[src/rtl/assert_macros.svh]
// Assertion macros shared by the parser and result register modules of the UUID matcher.
`ifndef ASSERT_MACROS_SVH
`define ASSERT_MACROS_SVH
`ifndef SYNTHESIS
// Implication that must hold in the same cycle.
`define UAM_ASSERT(name, ante, cons, msg) \
    name: assert property (@(posedge clk) disable iff (!rst_n) (ante) |-> (cons)) \
        else $error(msg);
// Implication whose consequent must hold in the cycle after the antecedent.
`define UAM_ASSERT_NEXT(name, ante, cons, msg) \
    name: assert property (@(posedge clk) disable iff (!rst_n) (ante) |=> (cons)) \
        else $error(msg);
`else
`define UAM_ASSERT(name, ante, cons, msg)
`define UAM_ASSERT_NEXT(name, ante, cons, msg)
`endif
`endif

[src/rtl/uam_pkg.sv]
// Types and constants of the advertising data UUID matcher.
package uam_pkg;

    typedef enum logic [1:0] {
        PH_LEN  = 2'd0,
        PH_TYPE = 2'd1,
        PH_DATA = 2'd2,
        PH_STOP = 2'd3
    } uam_phase_t;

    typedef enum logic [1:0] {
        KIND_NONE = 2'd0,
        KIND_16   = 2'd1,
        KIND_128  = 2'd2
    } uam_kind_t;

    localparam int unsigned CFG_INDEX_W = 4;
    localparam int unsigned CFG_DATA_W  = 64;

    localparam logic [CFG_INDEX_W-1:0] REG_TARGET_HIGH = 4'd0;
    localparam logic [CFG_INDEX_W-1:0] REG_TARGET_LOW  = 4'd1;

    localparam logic [7:0] AD_TYPE_UUID16_PART  = 8'h02;
    localparam logic [7:0] AD_TYPE_UUID16_FULL  = 8'h03;
    localparam logic [7:0] AD_TYPE_UUID128_PART = 8'h06;
    localparam logic [7:0] AD_TYPE_UUID128_FULL = 8'h07;

    localparam logic [3:0] UUID128_LAST_POS = 4'd15;

    // Bluetooth base UUID 0000xxxx-0000-1000-8000-00805F9B34FB.
    localparam logic [63:0] BASE_HIGH_MASK = 64'hFFFF_0000_FFFF_FFFF;
    localparam logic [63:0] BASE_HIGH_BITS = 64'h0000_0000_0000_1000;
    localparam logic [63:0] BASE_LOW_BITS  = 64'h8000_0080_5F9B_34FB;

    typedef struct packed {
        logic valid;
        logic found;
    } uam_result_t;

endpackage

[src/rtl/uam_parser.sv]
// Structure parser and UUID entry comparator, one advertising byte per transaction.
`include "assert_macros.svh"
module uam_parser
    import uam_pkg::*;
(
    input  logic        clk,
    input  logic        rst_n,
    input  logic        step,
    input  logic [7:0]  data_byte,
    input  logic        last_byte,
    input  logic [63:0] target_high,
    input  logic [63:0] target_low,
    output uam_result_t result
);

    uam_phase_t phase_reg, phase_next;
    logic [7:0] left_reg, left_next;
    uam_kind_t  kind_reg, kind_next;
    logic [3:0] pos_reg, pos_next;
    logic       equal_reg, equal_next;
    logic       pending_reg, pending_next;
    logic       committed_reg, committed_next;
    logic       found_now;

    logic [127:0] target_uuid;
    logic         base_form;
    logic [7:0]   want_byte;
    logic         byte_equal;
    logic         entry_done;

    assign target_uuid = {target_high, target_low};
    assign base_form   = ((target_high & BASE_HIGH_MASK) == BASE_HIGH_BITS)
                         && (target_low == BASE_LOW_BITS);

    // Entries are little-endian, so entry byte p meets UUID byte 15-p in a 128-bit list and 3-p in a 16-bit list.
    always_comb
    begin
        if (kind_reg == KIND_16)
        begin
            want_byte = pos_reg[0] ? target_high[47:40] : target_high[39:32];
        end
        else
        begin
            want_byte = target_uuid[{pos_reg, 3'b000} +: 8];
        end
    end

    assign byte_equal = (data_byte == want_byte);
    assign entry_done = (kind_reg == KIND_16) ? pos_reg[0] : (pos_reg == UUID128_LAST_POS);

    always_comb
    begin
        phase_next     = phase_reg;
        left_next      = left_reg;
        kind_next      = kind_reg;
        pos_next       = pos_reg;
        equal_next     = equal_reg;
        pending_next   = pending_reg;
        committed_next = committed_reg;
        found_now      = 1'b0;
        if (step)
        begin
            unique case (phase_reg)
                PH_LEN:
                begin
                    if (data_byte == 8'd0)
                    begin
                        phase_next = PH_STOP;
                    end
                    else
                    begin
                        left_next  = data_byte;
                        phase_next = PH_TYPE;
                    end
                end
                PH_TYPE:
                begin
                    case (data_byte)
                        AD_TYPE_UUID16_PART, AD_TYPE_UUID16_FULL:   kind_next = KIND_16;
                        AD_TYPE_UUID128_PART, AD_TYPE_UUID128_FULL: kind_next = KIND_128;
                        default:                                    kind_next = KIND_NONE;
                    endcase
                    pos_next     = 4'd0;
                    equal_next   = 1'b1;
                    pending_next = 1'b0;
                    left_next    = left_reg - 8'd1;
                    phase_next   = PH_DATA;
                end
                PH_DATA:
                begin
                    if (kind_reg != KIND_NONE)
                    begin
                        if (entry_done)
                        begin
                            if (equal_reg && byte_equal && (kind_reg == KIND_128 || base_form))
                            begin
                                pending_next = 1'b1;
                            end
                            pos_next   = 4'd0;
                            equal_next = 1'b1;
                        end
                        else
                        begin
                            pos_next   = pos_reg + 4'd1;
                            equal_next = equal_reg && byte_equal;
                        end
                    end
                    left_next = left_reg - 8'd1;
                end
                default:
                begin
                end
            endcase

            // A match counts once the structure's final byte is inside the buffer.
            if (phase_next == PH_DATA && left_next == 8'd0)
            begin
                if (pending_next)
                begin
                    committed_next = 1'b1;
                end
                pending_next = 1'b0;
                kind_next    = KIND_NONE;
                pos_next     = 4'd0;
                equal_next   = 1'b1;
                phase_next   = PH_LEN;
            end

            if (last_byte)
            begin
                found_now      = committed_next;
                phase_next     = PH_LEN;
                left_next      = 8'd0;
                kind_next      = KIND_NONE;
                pos_next       = 4'd0;
                equal_next     = 1'b1;
                pending_next   = 1'b0;
                committed_next = 1'b0;
            end
        end
    end

    always_comb
    begin
        result.valid = step && last_byte;
        result.found = found_now;
    end

    always_ff @(posedge clk or negedge rst_n)
    begin
        if (!rst_n)
        begin
            phase_reg     <= PH_LEN;
            left_reg      <= 8'd0;
            kind_reg      <= KIND_NONE;
            pos_reg       <= 4'd0;
            equal_reg     <= 1'b1;
            pending_reg   <= 1'b0;
            committed_reg <= 1'b0;
        end
        else
        begin
            phase_reg     <= phase_next;
            left_reg      <= left_next;
            kind_reg      <= kind_next;
            pos_reg       <= pos_next;
            equal_reg     <= equal_next;
            pending_reg   <= pending_next;
            committed_reg <= committed_next;
        end
    end

    `UAM_ASSERT_NEXT(a_clear_after_last, step && last_byte,
        phase_reg == PH_LEN && !committed_reg && !pending_reg, "state not cleared after last byte")
    `UAM_ASSERT(a_pending_in_list, pending_reg, kind_reg != KIND_NONE,
        "pending match outside a UUID list")
    `UAM_ASSERT(a_pos16_range, kind_reg == KIND_16, pos_reg == 4'd0 || pos_reg == 4'd1,
        "16-bit entry position out of range")
    `UAM_ASSERT(a_kind_only_in_data, kind_reg != KIND_NONE, phase_reg == PH_DATA,
        "list kind set outside data phase")

endmodule

[src/rtl/uam_out_reg.sv]
// Result register that holds one match report until the receiver takes it.
`include "assert_macros.svh"
module uam_out_reg
    import uam_pkg::*;
(
    input  logic        clk,
    input  logic        rst_n,
    input  uam_result_t result,
    output logic        can_load,
    output logic        out_valid,
    input  logic        out_ready,
    output logic        uuid_found
);

    logic valid_reg, valid_next;
    logic found_reg, found_next;

    assign can_load = !valid_reg || out_ready;

    always_comb
    begin
        valid_next = valid_reg;
        found_next = found_reg;
        if (out_ready)
        begin
            valid_next = 1'b0;
        end
        if (result.valid)
        begin
            valid_next = 1'b1;
            found_next = result.found;
        end
    end

    always_ff @(posedge clk or negedge rst_n)
    begin
        if (!rst_n)
        begin
            valid_reg <= 1'b0;
        end
        else
        begin
            valid_reg <= valid_next;
        end
    end

    always_ff @(posedge clk)
    begin
        found_reg <= found_next;
    end

    assign out_valid  = valid_reg;
    assign uuid_found = found_reg;

    `UAM_ASSERT(a_no_overwrite, result.valid, can_load, "result register overwritten")
    `UAM_ASSERT_NEXT(a_load_shows, result.valid, valid_reg, "loaded result not shown")
    `UAM_ASSERT_NEXT(a_drain_empties, out_ready && !result.valid, !valid_reg,
        "result register did not drain")

endmodule

[src/rtl/adv_data_uuid_matcher_top.sv]
// Top level of the advertising data service UUID matcher.
// Usage:
//   The input channel (in_valid/in_ready, data_byte, last_byte) carries one
//   advertising data byte per transaction; last_byte marks the buffer's end.
//   The output channel (out_valid/out_ready, uuid_found) carries one
//   transaction per buffer, issued for its final byte, telling whether a
//   complete 16-bit or 128-bit service UUID list held the target UUID.
//   The target UUID is written through cfg_we/cfg_index/cfg_data: index 0 is
//   the upper 64 bits, index 1 the lower 64 bits; other indexes are ignored.
//   Write it only while no buffer is in progress.
//   Throughput is one byte per cycle while in_ready is high; the parser updates
//   its state in the cycle a byte is taken, and the report appears in the cycle
//   after the final byte is accepted, held in a single result register.
//   While that register holds an unread report and out_ready is low, in_ready
//   drops, so a stalled receiver stalls the byte stream.
//   Reset clears the parser state and the target UUID to zero; no
//   report is pending after reset.
module adv_data_uuid_matcher_top
    import uam_pkg::*;
(
    input  logic                   clk,
    input  logic                   rst_n,
    input  logic                   in_valid,
    output logic                   in_ready,
    input  logic [7:0]             data_byte,
    input  logic                   last_byte,
    output logic                   out_valid,
    input  logic                   out_ready,
    output logic                   uuid_found,
    input  logic                   cfg_we,
    input  logic [CFG_INDEX_W-1:0] cfg_index,
    input  logic [CFG_DATA_W-1:0]  cfg_data
);

    logic [63:0] target_high_reg;
    logic [63:0] target_low_reg;
    logic        step;
    logic        can_load;
    uam_result_t result;

    always_ff @(posedge clk or negedge rst_n)
    begin
        if (!rst_n)
        begin
            target_high_reg <= 64'd0;
            target_low_reg  <= 64'd0;
        end
        else if (cfg_we)
        begin
            unique case (cfg_index)
                REG_TARGET_HIGH: target_high_reg <= cfg_data;
                REG_TARGET_LOW:  target_low_reg  <= cfg_data;
                default:
                begin
                end
            endcase
        end
    end

    assign in_ready = can_load;
    assign step     = in_valid && can_load;

    uam_parser u_parser (
        .clk         (clk),
        .rst_n       (rst_n),
        .step        (step),
        .data_byte   (data_byte),
        .last_byte   (last_byte),
        .target_high (target_high_reg),
        .target_low  (target_low_reg),
        .result      (result)
    );

    uam_out_reg u_out_reg (
        .clk        (clk),
        .rst_n      (rst_n),
        .result     (result),
        .can_load   (can_load),
        .out_valid  (out_valid),
        .out_ready  (out_ready),
        .uuid_found (uuid_found)
    );

endmodule

[config.mk]
export PLATFORM = sky130hd
export DESIGN_NAME = adv_data_uuid_matcher_top
export DESIGN_NICKNAME = d
export VERILOG_FILES = /design/src/rtl/uam_pkg.sv /design/src/rtl/uam_parser.sv /design/src/rtl/uam_out_reg.sv /design/src/rtl/adv_data_uuid_matcher_top.sv
export VERILOG_INCLUDE_DIRS = /design/src /design/src/rtl
export SDC_FILE = /design/constraint.sdc
export NUM_CORES = 1
export LEC_CHECK = 0
export ABC_AREA = 1
export BUFFER_PORTS_ARGS = -buffer_cell sky130_fd_sc_hd__buf_4
export CAP_MARGIN = 15
export CORE_ASPECT_RATIO = 1.1
export CORE_MARGIN = 5
export CORE_UTILIZATION = 35
export DETAILED_ROUTE_END_ITERATION = 10
export PLACE_DENSITY = 0.59
export SLEW_MARGIN = 25
export SYNTH_ARGS = -nofsm -noshare
export SYNTH_HDL_FRONTEND = slang
export SYNTH_HIERARCHICAL = 1
export SYNTH_SLANG_ARGS = --single-unit
[constraint.sdc]
create_clock -name clk -period 2.15 [get_ports clk]
set_clock_uncertainty 0.15 [all_clocks]
set_input_delay 0 -clock clk [delete_from_list [all_inputs] [get_ports clk]]
set_output_delay 0 -clock clk [all_outputs]
set_load 0.02 [all_outputs]
==> flow_summary.yaml <==
route:
  drt_pass1_iterations: 7
  wl_met3_um: 1301
  wl_met1_um: 14700
  drt_iter0_drc: 753
  drcViolationCount: 0
  drtAntennaViolNets: 0
  top_layer: "met4"
  viasPerCell: 5.134
  wl_met2_um: 16580
  drt_wl_total_um: 33720
  num_vias: 9637
  post_drt_wl_per_cell_um: 17.96
clocking:
  htreeDepth: 4
  clk_path_buf_depth: 2
  cts_tree: "done"
  root_buffer: "clkbuf_16"
  cts_buffers: 17
  clock-sinks: 149
  clk_pin_slew_ps: 70
  clk_latency_ps: 420
logic_synthesis:
  synth-simple-area-share_pct: 41.80
  netlist_instances: 1237
  netlist_area_mm2: 0.009102
  ys.flop_type: "dfrtp_1"
  synthAdderAreaFrac_pct: 0.8247
  yosys_warnings: 6
  synthMuxAreaShare_pct: 0
  ys_seq_area_share_pct: 41.03
  synth_xor_area_share_pct: 0
  synth_edf_count: 1
  syn_area_per_cell_um2: 7.359
  ys_types: 38
  synth_seq_cells: 149
  syn-num-nets: 1325
  synth_top_family_by_area: "simple AND/OR/NAND/NOR gates"
  async_reset_ff_share_pct: 99.33
  synth_compound_area_share_pct: 4.467
status:
  status: "finished with violations"
  violations: "setup timing"
power_and_ir_drop:
  p_leak_nw: 6.408
  power_frac_seq_pct: 36.2
  total_power_w: 0.01078
  ir_drop_mv: 0.5085
  power_frac_comb_pct: 35.4
  swShare_pct: 35.41
  p_int_w: 0.006961
  p_clk_share_pct: 28.4
  power_density_mw_per_mm2: 844.3
  p_switching_w: 0.003816
sta:
  hold_violations: 0
  worst_hold_slack_ps: 8.344
  tns_ps: -1480
  fmax_mhz: 398.6
  slew_headroom_pct: 46.15
  setup_violations: 10
  rsz0062_at_grt: "true"
  setup_ws_ps: -358.8
  tightest_slew_ps: 807.7
  timing.final.crit_share_pct: 116.7
  maxSlewViolCount: 0
  min_period_ps: 2509
die:
  die_y_um: 179.1
  core-area_mm2: 0.02591
  initial_utilization_pct: 35.13
  die_area_mm2: 0.02934
  fp.dieW_um: 163.8
  rows: 62
  io_pins: 85
setup_path:
  crit_cells: 19
  crit_slowest_cell: "dfrtp_4"
  reg2reg_to: "u_out_reg/uuid_found"
  reg2reg_slack_ps: -360
  path_cells: "buf_12 -> clkinv_16 -> clkbuf_16 -> nand2_1 -> nand2_2 -> nor2_1 -> nor2_1 -> nand2_1 -> nand2_1 -> nand2_1 -> nand3_2 -> nand2_1 -> nor2_1 -> nand2_1 -> nor2_2 -> nand3_2 -> nand2_2 -> nand3_2 -> a21oi_2"
  crit_arrival_ps: 2640
  startpoint: "u_parser/pos_reg[0]"
  critical_path.max_stage_delay_ps: 510
  crit_end: "u_out_reg/uuid_found"
  critPathTopFamily: "simple AND/OR/NAND/NOR gates"
  crit_buf_inv: 3
  worstPathRequired_ps: 2280
  rr_worst_depth: 19
  reg2reg_from: "u_parser/pos_reg[0]"
  path_class: "flip-flop to flip-flop"
  critPathMaxFanout: 7
  crit_path_frequent_cell: "nand2_1"
  critPathLaunchType: "flip-flop"
  critPathCaptureType: "flip-flop"
job:
  maxCapViolCount: 0
global_routing:
  grt-ovfl-total: 0
  grt_pass1_wl_um: 51730
  grt_pass1_vias: 9372
  antenna_found_initial: 0
  track_usage_pct: 22.61
  grt_max_degree: 78
layout:
  drive_gt1_share_pct: 26.49
  final_area_mm2: 0.01276
  n_antenna_cell: 0
  final_cell_mix: "nand2_1, buf_4, dfrtp_1, nand4_1, dlygate4sd3_1"
  layout_commonest_cell: "nand2_1"
  finish.net_count: 1600
  syn_to_final_growth_pct: 40.23
worst_hold_path:
  hold_class: "input port to asynchronous set/reset pin"
placement:
  placed_area_mm2: 0.01070
  io_buffers: 84
  routabilityCongestion: 0.9196
  dpl.hpwl_um: 23550
metal layers:
| metal | track usage, % | vias up |
|---|---|---|
| li1 | - | 4681 |
| met1 | 29.47 | 4605 |
| met2 | 38.59 | 291 |
| met3 | 3.058 | 60 |
| met4 | 7.899 | 0 |
| met5 | 0 | - |
power groups by stage:
stage	clock [W]	combinational, W	sequential (W)
after detailed placement	0	0.00329	0.00392
after global routing	0.00321	0.00421	0.00395
after CTS	0.00311	0.00348	0.00388
after global placement	0	0.00326	0.00392
final	0.00306	0.00382	0.00390
after floorplan	0	0.00182	0.00372
cells in the mapped netlist, drive strengths merged, types with 2 or more instances:
master	instances	area share, %
nand3	99	5.8
buf	72	7.8
nand2	498	21
nor4	19	1.3
nor3	10	0.60
o211ai	8	0.66
o21ai	33	1.8
a21boi	2	0.16
nand4	144	9.9
clkbuf	9	0.48
inv	83	3.4
clkinv	4	0.16
nor2	66	3.1
a21oi	14	0.77
or2	4	0.27
ha	6	0.82
o22ai	13	0.89
dfrtp	147	40
worst min-delay path by stage:
stage	start	slack (ps)	end	cells past startpoint
after detailed placement	rst_n	-180	u_out_reg/out_valid	1
final	rst_n	8	u_parser/equal_reg	2
after global placement	rst_n	-180	u_out_reg/out_valid	1
after floorplan	rst_n	-450	target_high_reg[0]	0
after CTS	rst_n	10	u_parser/equal_reg	2
after global routing	rst_n	20	u_parser/equal_reg	2
metrics by stage:
stage	utilization, %	instances	setup slack (ps)
global route	49.27	1877	-507.9
finish	49.27	1877	-358.8
global placement	41.31	1749	-452.2
floorplan	-	1237	5.792
CTS	47.00	1861	-302.2
detailed placement	41.31	1749	-433.1
area by class of cell:
class	count	area, µm²
clock buffer	21	470.5
clock inverter	11	123.9
fill	2604	13150
inverter	87	354.1
multi-input combinational	920	4637
sequential	149	3740
tap	352	440.4
timing repair buffer	337	2999
cell families (layout without fill, tap and decap cells):
kind of cell,count (synthesis),count (layout)
AND/OR/NAND/NOR,842,842
buffers and inverters,168,456
flip-flops,149,149
AO/OA/AOI/OAI,72,72
adder cells (fa/ha/maj),6,6
repair_timing:
action | 4_1_cts | 5_1_grt
endpoints found under the hold margin | 290 | 0
buffers inserted | 0 | 10
pin swaps | 6 | 42
cloned | 0 | 6
resized for setup | 25 | 101
hold buffers | 80 | 0
endpoints found under the setup margin | 11 | 11
(Power assumes the default switching activity.)
